`src/kdf_pkg.sv`:
```
// kdf_pkg: shared types, codes and helpers of the kdf object tlv parser
// no dependencies; used by the top level

package kdf_pkg;

  // default salt record length in bytes
  localparam int unsigned SALT_BYTES_DEF = 8;

  // record tags
  localparam logic [7:0] TAG_ALGO      = 8'h81;
  localparam logic [7:0] TAG_HASH      = 8'h82;
  localparam logic [7:0] TAG_ITER      = 8'h83;
  localparam logic [7:0] TAG_PW1_SALT  = 8'h84;
  localparam logic [7:0] TAG_RC_SALT   = 8'h85;
  localparam logic [7:0] TAG_PW3_SALT  = 8'h86;
  localparam logic [7:0] TAG_PW1_INIT  = 8'h87;
  localparam logic [7:0] TAG_PW3_INIT  = 8'h88;

  // fixed record lengths
  localparam logic [7:0] LEN_ONE       = 8'd1;
  localparam logic [7:0] LEN_ITER      = 8'd4;
  localparam logic [7:0] LEN_HASH_256  = 8'd32;
  localparam logic [7:0] LEN_HASH_512  = 8'd64;

  // parse status codes
  localparam logic [2:0] ST_OK       = 3'd0;
  localparam logic [2:0] ST_BAD_LEN  = 3'd1;
  localparam logic [2:0] ST_BAD_ALGO = 3'd2;
  localparam logic [2:0] ST_BAD_HASH = 3'd3;
  localparam logic [2:0] ST_BAD_HLEN = 3'd4;
  localparam logic [2:0] ST_BAD_TAG  = 3'd5;

  // configuration register indexes
  localparam logic [2:0] CFG_ALGO_NONE   = 3'd0;
  localparam logic [2:0] CFG_ALGO_DERIVE = 3'd1;
  localparam logic [2:0] CFG_HASH_NONE   = 3'd2;
  localparam logic [2:0] CFG_HASH_SHA256 = 3'd3;
  localparam logic [2:0] CFG_HASH_SHA512 = 3'd4;

  // configuration reset values
  localparam logic [7:0] RST_ALGO_NONE   = 8'd0;
  localparam logic [7:0] RST_ALGO_DERIVE = 8'd3;
  localparam logic [7:0] RST_HASH_NONE   = 8'd0;
  localparam logic [7:0] RST_HASH_SHA256 = 8'd8;
  localparam logic [7:0] RST_HASH_SHA512 = 8'd10;

  // result kinds
  localparam logic RK_VALUE   = 1'b0;
  localparam logic RK_SUMMARY = 1'b1;

  typedef enum logic [1:0] {
    PH_TAG,
    PH_LEN,
    PH_VAL
  } phase_e;

  // one buffered output entry: an optional value byte and an optional summary
  typedef struct packed {
    logic        has_val;
    logic        has_sum;
    logic [2:0]  slot;
    logic [5:0]  offset;
    logic [7:0]  data;
    logic [2:0]  status;
    logic [7:0]  algo;
    logic [7:0]  hash;
    logic [31:0] iter;
    logic [4:0]  mask;
    logic [6:0]  pw1_len;
    logic [6:0]  pw3_len;
  } res_entry_t;

  // error decided once tag and length are known
  function automatic logic [2:0] header_error(logic [7:0] tag, logic [7:0] len,
                                              logic [7:0] salt_len);
    logic [2:0] err;
    case (tag)
      TAG_ALGO, TAG_HASH: begin
        err = (len == LEN_ONE) ? ST_OK : ST_BAD_LEN;
      end
      TAG_ITER: begin
        err = (len == LEN_ITER) ? ST_OK : ST_BAD_LEN;
      end
      TAG_PW1_SALT, TAG_RC_SALT, TAG_PW3_SALT: begin
        err = (len == salt_len) ? ST_OK : ST_BAD_LEN;
      end
      TAG_PW1_INIT, TAG_PW3_INIT: begin
        err = (len == LEN_HASH_256 || len == LEN_HASH_512) ? ST_OK : ST_BAD_HLEN;
      end
      default: begin
        err = ST_BAD_TAG;
      end
    endcase
    return err;
  endfunction

endpackage

```
`src/kdf_ifs.sv`:
```
// kdf_in_if / kdf_out_if: valid-ready channels of the kdf object tlv parser
// no dependencies

interface kdf_in_if;
  logic       valid;
  logic       ready;
  logic [7:0] data_byte;
  logic       carries_byte;
  logic       ends_object;

  modport source (output valid, data_byte, carries_byte, ends_object, input ready);
  modport sink   (input valid, data_byte, carries_byte, ends_object, output ready);
endinterface

interface kdf_out_if;
  logic        valid;
  logic        ready;
  logic        result_kind;
  logic [2:0]  value_slot;
  logic [5:0]  value_offset;
  logic [7:0]  value_data;
  logic [2:0]  parse_status;
  logic [7:0]  algo_code;
  logic [7:0]  hash_code;
  logic [31:0] iterations;
  logic [4:0]  present_mask;
  logic [6:0]  pw1_hash_len;
  logic [6:0]  pw3_hash_len;
  logic        last_of_run;

  modport source (output valid, result_kind, value_slot, value_offset, value_data,
                  parse_status, algo_code, hash_code, iterations, present_mask,
                  pw1_hash_len, pw3_hash_len, last_of_run, input ready);
  modport sink   (input valid, result_kind, value_slot, value_offset, value_data,
                  parse_status, algo_code, hash_code, iterations, present_mask,
                  pw1_hash_len, pw3_hash_len, last_of_run, output ready);
endinterface

```
`src/kdf_object_tlv_parser.sv`:
```
// kdf_object_tlv_parser: byte-serial tlv parser for a kdf data object
// results: each input transfer's results are registered in the result buffer before they are offered
// throughput: one input transfer per cycle while the result buffer is not full; an item
//   that yields a value byte and a summary holds the output for two transfers (value, then summary)
// reset: asynchronous active low; parser state clears, config registers reload
// depends on kdf_pkg, kdf_in_if, kdf_out_if

module kdf_object_tlv_parser import kdf_pkg::*; #(
  parameter int unsigned SALT_BYTES = SALT_BYTES_DEF
) (
  input  logic       clk_i,
  input  logic       rst_ni,
  input  logic       cfg_we_i,
  input  logic [2:0] cfg_idx_i,
  input  logic [7:0] cfg_data_i,
  kdf_in_if.sink     in_i,
  kdf_out_if.source  out_o
);

  localparam logic [7:0] SaltLen = 8'(SALT_BYTES);

  // ---------------------------------------------------------------------------
  // configuration registers
  // ---------------------------------------------------------------------------
  logic [7:0] algo_none_q, algo_derive_q;
  logic [7:0] hash_none_q, hash_sha256_q, hash_sha512_q;

  always_ff @(posedge clk_i or negedge rst_ni) begin
    if (!rst_ni) begin
      algo_none_q   <= RST_ALGO_NONE;
      algo_derive_q <= RST_ALGO_DERIVE;
      hash_none_q   <= RST_HASH_NONE;
      hash_sha256_q <= RST_HASH_SHA256;
      hash_sha512_q <= RST_HASH_SHA512;
    end else if (cfg_we_i) begin
      case (cfg_idx_i)
        CFG_ALGO_NONE:   algo_none_q   <= cfg_data_i;
        CFG_ALGO_DERIVE: algo_derive_q <= cfg_data_i;
        CFG_HASH_NONE:   hash_none_q   <= cfg_data_i;
        CFG_HASH_SHA256: hash_sha256_q <= cfg_data_i;
        CFG_HASH_SHA512: hash_sha512_q <= cfg_data_i;
        default: ; // writes beyond the register list are dropped
      endcase
    end
  end

  // ---------------------------------------------------------------------------
  // parser state
  // ---------------------------------------------------------------------------
  phase_e      phase_q, phase_d;
  logic [7:0]  tag_q, tag_d;
  logic [7:0]  rem_q, rem_d;         // value bytes still to come
  logic [6:0]  off_q, off_d;         // offset within value, at most 64 on valid records
  logic [2:0]  pend_q, pend_d;       // error from the header, held until record end
  logic [2:0]  commit_q, commit_d;   // first committed error, freezes decoding
  logic [7:0]  first_q, first_d;
  logic [31:0] shift_q, shift_d;
  logic [7:0]  algo_q, algo_d;
  logic [7:0]  hash_q, hash_d;
  logic [31:0] iter_q, iter_d;
  logic [4:0]  mask_q, mask_d;
  logic [6:0]  pw1_len_q, pw1_len_d;
  logic [6:0]  pw3_len_q, pw3_len_d;

  // output buffer control
  res_entry_t  ent_q [2];
  logic        wr_ptr_q, rd_ptr_q;
  logic [1:0]  cnt_q;
  logic        sub_q;                // value half of a two-result entry already sent

  logic        in_fire, out_fire;
  logic        step;
  logic        finish;
  logic        emit_val;
  logic        push, pop;
  logic [7:0]  tag_rel;
  logic        hash_ok;
  res_entry_t  new_ent;

  assign in_i.ready = (cnt_q != 2'd2);
  assign in_fire    = in_i.valid & in_i.ready;
  assign step       = in_fire & in_i.carries_byte & (commit_q == ST_OK);
  assign tag_rel    = tag_q - TAG_PW1_SALT;

  // ---------------------------------------------------------------------------
  // next state of the parser and the entry built for this transfer
  // ---------------------------------------------------------------------------
  always_comb begin
    phase_d   = phase_q;
    tag_d     = tag_q;
    rem_d     = rem_q;
    off_d     = off_q;
    pend_d    = pend_q;
    commit_d  = commit_q;
    first_d   = first_q;
    shift_d   = shift_q;
    algo_d    = algo_q;
    hash_d    = hash_q;
    iter_d    = iter_q;
    mask_d    = mask_q;
    pw1_len_d = pw1_len_q;
    pw3_len_d = pw3_len_q;
    finish    = 1'b0;
    emit_val  = 1'b0;
    hash_ok   = 1'b0;
    new_ent   = '0;

    if (step) begin
      case (phase_q)
        PH_TAG: begin
          tag_d   = in_i.data_byte;
          phase_d = PH_LEN;
        end
        PH_LEN: begin
          rem_d   = in_i.data_byte;
          off_d   = '0;
          shift_d = '0;
          first_d = '0;
          pend_d  = header_error(tag_q, in_i.data_byte, SaltLen);
          if (in_i.data_byte == 8'd0) begin
            finish = 1'b1;
          end else begin
            phase_d = PH_VAL;
          end
        end
        PH_VAL: begin
          if (off_q == 7'd0) begin
            first_d = in_i.data_byte;
          end
          shift_d = {shift_q[23:0], in_i.data_byte};
          // salt and initial-hash bytes of good records go straight out
          if (pend_q == ST_OK && tag_q >= TAG_PW1_SALT && tag_q <= TAG_PW3_INIT) begin
            emit_val       = 1'b1;
            new_ent.slot   = tag_rel[2:0];
            new_ent.offset = off_q[5:0];
            new_ent.data   = in_i.data_byte;
          end
          off_d = off_q + 7'd1;
          rem_d = rem_q - 8'd1;
          if (rem_q == 8'd1) begin
            finish = 1'b1;
          end
        end
        default: begin
          phase_d = PH_TAG;
        end
      endcase
    end

    // record complete: commit its error or take over its content
    if (finish) begin
      phase_d = PH_TAG;
      hash_ok = (first_d == hash_none_q) || (first_d == hash_sha256_q) ||
                (first_d == hash_sha512_q);
      if (pend_d != ST_OK) begin
        commit_d = pend_d;
      end else begin
        case (tag_q)
          TAG_ALGO: begin
            if (first_d != algo_none_q && first_d != algo_derive_q) begin
              commit_d = ST_BAD_ALGO;
            end else begin
              algo_d = first_d;
            end
          end
          TAG_HASH: begin
            if (!hash_ok) begin
              commit_d = ST_BAD_HASH;
            end else begin
              hash_d = first_d;
            end
          end
          TAG_ITER:     iter_d = shift_d;
          TAG_PW1_SALT: mask_d = mask_q | 5'b00001;
          TAG_RC_SALT:  mask_d = mask_q | 5'b00010;
          TAG_PW3_SALT: mask_d = mask_q | 5'b00100;
          TAG_PW1_INIT: begin
            mask_d    = mask_q | 5'b01000;
            pw1_len_d = off_d;
          end
          TAG_PW3_INIT: begin
            mask_d    = mask_q | 5'b10000;
            pw3_len_d = off_d;
          end
          default: commit_d = ST_BAD_TAG;
        endcase
      end
    end

    new_ent.has_val = emit_val;

    // end of object: summary from the updated state, then everything clears
    if (in_fire && in_i.ends_object) begin
      new_ent.has_sum = 1'b1;
      if (commit_d != ST_OK) begin
        new_ent.status = commit_d;
      end else if (phase_d != PH_TAG) begin
        new_ent.status = ST_BAD_LEN; // object cut inside a record
      end else begin
        new_ent.status = ST_OK;
      end
      new_ent.algo    = algo_d;
      new_ent.hash    = hash_d;
      new_ent.iter    = iter_d;
      new_ent.mask    = mask_d;
      new_ent.pw1_len = pw1_len_d;
      new_ent.pw3_len = pw3_len_d;

      phase_d   = PH_TAG;
      tag_d     = '0;
      rem_d     = '0;
      off_d     = '0;
      pend_d    = ST_OK;
      commit_d  = ST_OK;
      first_d   = '0;
      shift_d   = '0;
      algo_d    = '0;
      hash_d    = '0;
      iter_d    = '0;
      mask_d    = '0;
      pw1_len_d = '0;
      pw3_len_d = '0;
    end
  end

  always_ff @(posedge clk_i or negedge rst_ni) begin
    if (!rst_ni) begin
      phase_q   <= PH_TAG;
      tag_q     <= '0;
      rem_q     <= '0;
      off_q     <= '0;
      pend_q    <= ST_OK;
      commit_q  <= ST_OK;
      first_q   <= '0;
      shift_q   <= '0;
      algo_q    <= '0;
      hash_q    <= '0;
      iter_q    <= '0;
      mask_q    <= '0;
      pw1_len_q <= '0;
      pw3_len_q <= '0;
    end else if (in_fire) begin
      phase_q   <= phase_d;
      tag_q     <= tag_d;
      rem_q     <= rem_d;
      off_q     <= off_d;
      pend_q    <= pend_d;
      commit_q  <= commit_d;
      first_q   <= first_d;
      shift_q   <= shift_d;
      algo_q    <= algo_d;
      hash_q    <= hash_d;
      iter_q    <= iter_d;
      mask_q    <= mask_d;
      pw1_len_q <= pw1_len_d;
      pw3_len_q <= pw3_len_d;
    end
  end

  // ---------------------------------------------------------------------------
  // two-entry result buffer; one entry per transfer that yields any result
  // ---------------------------------------------------------------------------
  res_entry_t head;
  logic       head_two;
  logic       head_last;

  assign head      = ent_q[rd_ptr_q];
  assign head_two  = head.has_val & head.has_sum;
  assign head_last = ~(head_two & ~sub_q);
  assign out_fire  = out_o.valid & out_o.ready;
  assign push      = in_fire & (emit_val | in_i.ends_object);
  assign pop       = out_fire & head_last;

  always_ff @(posedge clk_i) begin
    if (push) begin
      ent_q[wr_ptr_q] <= new_ent;
    end
  end

  always_ff @(posedge clk_i or negedge rst_ni) begin
    if (!rst_ni) begin
      wr_ptr_q <= 1'b0;
      rd_ptr_q <= 1'b0;
      cnt_q    <= '0;
      sub_q    <= 1'b0;
    end else begin
      if (push) begin
        wr_ptr_q <= ~wr_ptr_q;
      end
      if (pop) begin
        rd_ptr_q <= ~rd_ptr_q;
      end
      cnt_q <= cnt_q + 2'(push) - 2'(pop);
      if (out_fire) begin
        sub_q <= ~head_last;
      end
    end
  end

  // ---------------------------------------------------------------------------
  // output mux: value half first, then summary half
  // ---------------------------------------------------------------------------
  logic show_val;

  assign show_val = head.has_val & ~sub_q;

  always_comb begin
    out_o.valid        = (cnt_q != 2'd0);
    out_o.last_of_run  = head_last;
    out_o.result_kind  = show_val ? RK_VALUE : RK_SUMMARY;
    out_o.value_slot   = '0;
    out_o.value_offset = '0;
    out_o.value_data   = '0;
    out_o.parse_status = ST_OK;
    out_o.algo_code    = '0;
    out_o.hash_code    = '0;
    out_o.iterations   = '0;
    out_o.present_mask = '0;
    out_o.pw1_hash_len = '0;
    out_o.pw3_hash_len = '0;
    if (show_val) begin
      out_o.value_slot   = head.slot;
      out_o.value_offset = head.offset;
      out_o.value_data   = head.data;
    end else begin
      out_o.parse_status = head.status;
      out_o.algo_code    = head.algo;
      out_o.hash_code    = head.hash;
      out_o.iterations   = head.iter;
      out_o.present_mask = head.mask;
      out_o.pw1_hash_len = head.pw1_len;
      out_o.pw3_hash_len = head.pw3_len;
    end
  end

endmodule
```
`src/flat_wrapper.sv`:
```
// flat-port wrapper written by rule: the top's interface ports become plain ports
module kdf_object_tlv_parser_flat import kdf_pkg::*;
#(
  parameter int unsigned SALT_BYTES = SALT_BYTES_DEF
)
  (clk_i, rst_ni, cfg_we_i, cfg_idx_i, cfg_data_i, in_i_valid, in_i_data_byte, in_i_carries_byte, in_i_ends_object, in_i_ready, out_o_valid, out_o_result_kind, out_o_value_slot, out_o_value_offset, out_o_value_data, out_o_parse_status, out_o_algo_code, out_o_hash_code, out_o_iterations, out_o_present_mask, out_o_pw1_hash_len, out_o_pw3_hash_len, out_o_last_of_run, out_o_ready);
  kdf_in_if in_i_i ();
  kdf_out_if out_o_i ();
  input  logic clk_i;
  input  logic rst_ni;
  input  logic cfg_we_i;
  input  logic [2:0] cfg_idx_i;
  input  logic [7:0] cfg_data_i;
  input wire logic [$bits(in_i_i.valid)-1:0] in_i_valid;
  input wire logic [$bits(in_i_i.data_byte)-1:0] in_i_data_byte;
  input wire logic [$bits(in_i_i.carries_byte)-1:0] in_i_carries_byte;
  input wire logic [$bits(in_i_i.ends_object)-1:0] in_i_ends_object;
  output wire logic [$bits(in_i_i.ready)-1:0] in_i_ready;
  output wire logic [$bits(out_o_i.valid)-1:0] out_o_valid;
  output wire logic [$bits(out_o_i.result_kind)-1:0] out_o_result_kind;
  output wire logic [$bits(out_o_i.value_slot)-1:0] out_o_value_slot;
  output wire logic [$bits(out_o_i.value_offset)-1:0] out_o_value_offset;
  output wire logic [$bits(out_o_i.value_data)-1:0] out_o_value_data;
  output wire logic [$bits(out_o_i.parse_status)-1:0] out_o_parse_status;
  output wire logic [$bits(out_o_i.algo_code)-1:0] out_o_algo_code;
  output wire logic [$bits(out_o_i.hash_code)-1:0] out_o_hash_code;
  output wire logic [$bits(out_o_i.iterations)-1:0] out_o_iterations;
  output wire logic [$bits(out_o_i.present_mask)-1:0] out_o_present_mask;
  output wire logic [$bits(out_o_i.pw1_hash_len)-1:0] out_o_pw1_hash_len;
  output wire logic [$bits(out_o_i.pw3_hash_len)-1:0] out_o_pw3_hash_len;
  output wire logic [$bits(out_o_i.last_of_run)-1:0] out_o_last_of_run;
  input wire logic [$bits(out_o_i.ready)-1:0] out_o_ready;
  assign in_i_i.valid = in_i_valid;
  assign in_i_i.data_byte = in_i_data_byte;
  assign in_i_i.carries_byte = in_i_carries_byte;
  assign in_i_i.ends_object = in_i_ends_object;
  assign in_i_ready = in_i_i.ready;
  assign out_o_valid = out_o_i.valid;
  assign out_o_result_kind = out_o_i.result_kind;
  assign out_o_value_slot = out_o_i.value_slot;
  assign out_o_value_offset = out_o_i.value_offset;
  assign out_o_value_data = out_o_i.value_data;
  assign out_o_parse_status = out_o_i.parse_status;
  assign out_o_algo_code = out_o_i.algo_code;
  assign out_o_hash_code = out_o_i.hash_code;
  assign out_o_iterations = out_o_i.iterations;
  assign out_o_present_mask = out_o_i.present_mask;
  assign out_o_pw1_hash_len = out_o_i.pw1_hash_len;
  assign out_o_pw3_hash_len = out_o_i.pw3_hash_len;
  assign out_o_last_of_run = out_o_i.last_of_run;
  assign out_o_i.ready = out_o_ready;
  kdf_object_tlv_parser #(.SALT_BYTES(SALT_BYTES)) u_core (.clk_i(clk_i), .rst_ni(rst_ni), .cfg_we_i(cfg_we_i), .cfg_idx_i(cfg_idx_i), .cfg_data_i(cfg_data_i), .in_i(in_i_i), .out_o(out_o_i));
endmodule
```
`config.mk`:
```
export PLATFORM = sky130hd
export DESIGN_NAME = kdf_object_tlv_parser_flat
export DESIGN_NICKNAME = d
export VERILOG_FILES = /design/src/kdf_pkg.sv /design/src/kdf_ifs.sv /design/src/kdf_object_tlv_parser.sv /design/src/flat_wrapper.sv
export SDC_FILE = /design/constraint.sdc
export NUM_CORES = 1
export LEC_CHECK = 0
export ABC_AREA = 0
export BUFFER_PORTS_ARGS = -buffer_cell sky130_fd_sc_hd__buf_2
export CAP_MARGIN = 30
export CORE_MARGIN = 4
export CORE_UTILIZATION = 30
export CTS_BUF_LIST = sky130_fd_sc_hd__clkbuf_8 sky130_fd_sc_hd__clkbuf_16
export DETAILED_ROUTE_END_ITERATION = 16
export GPL_TIMING_DRIVEN = 0
export MAX_ROUTING_LAYER = met4
export PLACE_DENSITY = 0.47
export SYNTH_ARGS = -nofsm -noshare
export SYNTH_HDL_FRONTEND = slang
export SYNTH_SLANG_ARGS = --single-unit
```
`constraint.sdc`:
```
create_clock -name clk_i -period 15.9 [get_ports clk_i]
set_clock_uncertainty 0.2 [all_clocks]
set_input_delay 3.18 -clock clk_i [delete_from_list [all_inputs] [get_ports clk_i]]
set_output_delay 3.18 -clock clk_i [all_outputs]
set_load 0.005 [all_outputs]
```
==> results.sh <==
export IMPL_place_congestion=0.909
export IMPL_crit_required_ns=15.98
export IMPL_dieArea_um2=62700
export IMPL_max_slew_margin=0.304
export IMPL_grt_pass1_wl_um=81600
export IMPL_holdBufCountCts=0
export IMPL_synthToLayoutAreaGrowth_pct=18.5
export IMPL_drt_met1_wl_um=23300
export IMPL_largest_reg_flops=178
export IMPL_start_kind="input pin"
export IMPL_crit_fanout=10
export IMPL_cpPeakStageDelay_ns=0.90
export IMPL_hold_viol_final=0
export IMPL_clk_path_buf_depth=3
export IMPL_grt_ovfl_total=0
export IMPL_yosys_cell_types_count=65
export IMPL_layout_nets=1888
export IMPL_drt_pass1_iterations=6
export IMPL_core_um2=57900
export IMPL_instances_no_fill=2653
export IMPL_cts_tree="yes"
export IMPL_clock_latency_ns=0.57
export IMPL_chipWidth_um=250
export IMPL_final_setup_tns_ns=0
export IMPL_syn_instance_count=1685
export IMPL_via_per_inst=5.16
export IMPL_yosysMostFrequentCell="nand2_1"
export IMPL_path_class="in -> reg"
export IMPL_fin_crit_sh=0.461
export IMPL_synth_top_cells_by_count="206 x nand2_1, 203 x nor2_1, 178 x dfrtp_1, 178 x edfxtp_1, 107 x clkbuf_1"
export IMPL_top_register="u_core.ent_q"
export IMPL_synth_top_flop_cell="edfxtp_1"
export IMPL_wire_per_inst_um=19.9
export IMPL_async_reset_ff_frac=0.507
export IMPL_critical_path_top_delay_family="compound AO/OA/AOI/OAI gates"
export IMPL_initial_core_util=0.304
export IMPL_first_iter_violations=1213
export IMPL_fillers=5929
export IMPL_synth_edff_count=178
export IMPL_post_cts_buffers=0
export IMPL_rsz0062_at_grt="false"
export IMPL_netlist_area_leader_share=0.303
export IMPL_highest_layer="met4"
export IMPL_dr_total_vias=13700
export IMPL_dp_cells=2572
export IMPL_crit_slowest_cell="o21ai_0"
export IMPL_num_rows=88
export IMPL_end_kind="register"
export IMPL_synth_area_um2=17600
export IMPL_synth_seq_cells=361
export IMPL_io_buffers=110
export IMPL_cp_data_arrival_time_ns=7.41
export IMPL_grt_max_degree=107
export IMPL_finalSetupViolations=0
export IMPL_dr_wl_met3_um=2480
export IMPL_worst_slew_pin_slew_ns=1.03
export IMPL_drv_cap=0
export IMPL_yosys_area_top_type="edfxtp_1"
export IMPL_drt_total_wl_um=52700
export IMPL_slew_violations=0
export IMPL_wl_met2_um=25400
export IMPL_antenna_left=0
export IMPL_power_leakage_uw=0.00828
export IMPL_cts_sinks=361
export IMPL_reg_largest_list="u_core.ent_q: 178 flops, u_core.iter_q: 32 flops, u_core.shift_q: 32 flops"
export IMPL_ctsRootBufferMaster="clkbuf_16"
export IMPL_synth_nets=1721
export IMPL_crit_chain="buf_2, nor4b_2, nand3_1, clkbuf_1, o21ai_0, a211oi_1, a2111oi_2, a22oi_1, buf_2, a21o_1, a211oi_1"
export IMPL_synthTopCellsByArea="edfxtp_1 30%, dfrtp_1 25%, mux2i_1 6.0%"
export IMPL_ir_drop_uv=69.8
export IMPL_die_h_um=250
export IMPL_place_hpwl_um=37900
export IMPL_timing_fmax_mhz=136
export IMPL_power_density_nw_per_um2=145
export IMPL_status="complete, no violations"
export IMPL_post_cts_resized=0
export IMPL_layout_drive_gt1_share=0.138
export IMPL_yosysSeqAreaShare=0.564
export IMPL_critPathBufInv=3
export IMPL_clkTransAtPathRegs_ns=0.06
export IMPL_io_pins=117
export IMPL_hold_path_class="reg -> reg"
export IMPL_final_min_clock_period_ns=7.33
export IMPL_synth_warnings=0
export IMPL_synth_area_per_cell_um2=10.5
export IMPL_htreeDepth=2
export IMPL_drc_errors=0
export IMPL_grt_antenna_before_repair=1
export IMPL_grt_util_all_layers=0.170
export IMPL_grt_pass1_vias=13500
export IMPL_cts_buffers_inserted=43
worst min-delay path: cells and delay by family (launching register included):
kind	cells	cell delay (ns)
DFF	1	0.34
and+or+nand+nor	1	0.04
AOI/OAI and AO/OA	1	0.06
area by class of cell:
class                      count  area (µm²)  share of cell area
antenna                        2        5.00            0.000240
buffer                       120         480              0.0230
clock buffer                  50        1180              0.0567
clock inverter                29         333              0.0159
inverter                      28         105             0.00503
multi-input combinational   1176        7130               0.341
sequential                   361        9930               0.475
tap                          765         957              0.0458
timing repair buffer         122         767              0.0367
worst paths after layout:
check / startpoint / to / slack, ns / depth (start not counted)
worst max-delay path: in_i_carries_byte / u_core.ent_q[1][56] / 8.57 / 11
worst max register to register: u_core.off_q[0] / u_core.ent_q[0][57] / 10.71 / 13
worst min register to register: u_core.pw3_len_q[4] / u_core.pw3_len_q[4] / 0.28 / 2
min in group asynchronous: rst_ni / u_core.hash_none_q[3] / 2.41 / 1
max in group asynchronous: rst_ni / u_core.shift_q[16] / 12.10 / 2
worst min-delay path: u_core.pw3_len_q[4] / u_core.pw3_len_q[4] / 0.28 / 2
report_power, final:
group	switching (µW)	total, µW	internal (µW)
Sequential	78.0	1180	1100
Combinational	508	812	304
Clock	402	1050	647
per-stage QoR:
step                total power, µW  hold slack, ns  setup WS [ns]  area, µm²  utilization
finish                         3040           0.278           8.57      20900        0.361
global route                   3210           0.299           8.28      20900        0.361
CTS                            3080           0.284           8.70      20900        0.361
detailed placement             2020           0.270           8.11      19400        0.334
global placement               2000           0.262           3.30      19100        0.330
floorplan                      1660           0.249           6.60      17600            -
metal layers:
layer / vias up / GRT usage
li1: 6517 / -
met1: 6732 / 0.222
met2: 363 / 0.275
met3: 75 / 0.0237
met4: 0 / 0.0556
met5: - / -
cells in the final DEF (no fill, tap or decap), types with 32 or more instances in the layout:
cell / n
dfrtp_1: 178
clkbuf_16: 44
a22oi_1: 37
buf_2: 116
edfxtp_1: 178
a211oi_1: 49
and3_1: 48
a21oi_1: 92
clkbuf_1: 107
inv_1: 33
mux2_2: 41
o22ai_1: 32
o21ai_0: 103
nand2_1: 206
nor2_1: 202
mux2i_1: 105
cell families (layout without fill, tap and decap cells):
group / Yosys count / count (layout) / share of synthesized area
AOI/OAI and AO/OA: 404 / 404 / 0.149
and+or+nand+nor: 612 / 612 / 0.160
buffers and inverters: 148 / 349 / 0.0332
muxes: 146 / 146 / 0.0858
xor gates and xnor gates: 4 / 4 / 0.00199
other: 0 / 2 / 0
adders and majority gates: 10 / 10 / 0.00710
DFF: 361 / 361 / 0.564
No activity file was read; power rests on OpenSTA's default activity.
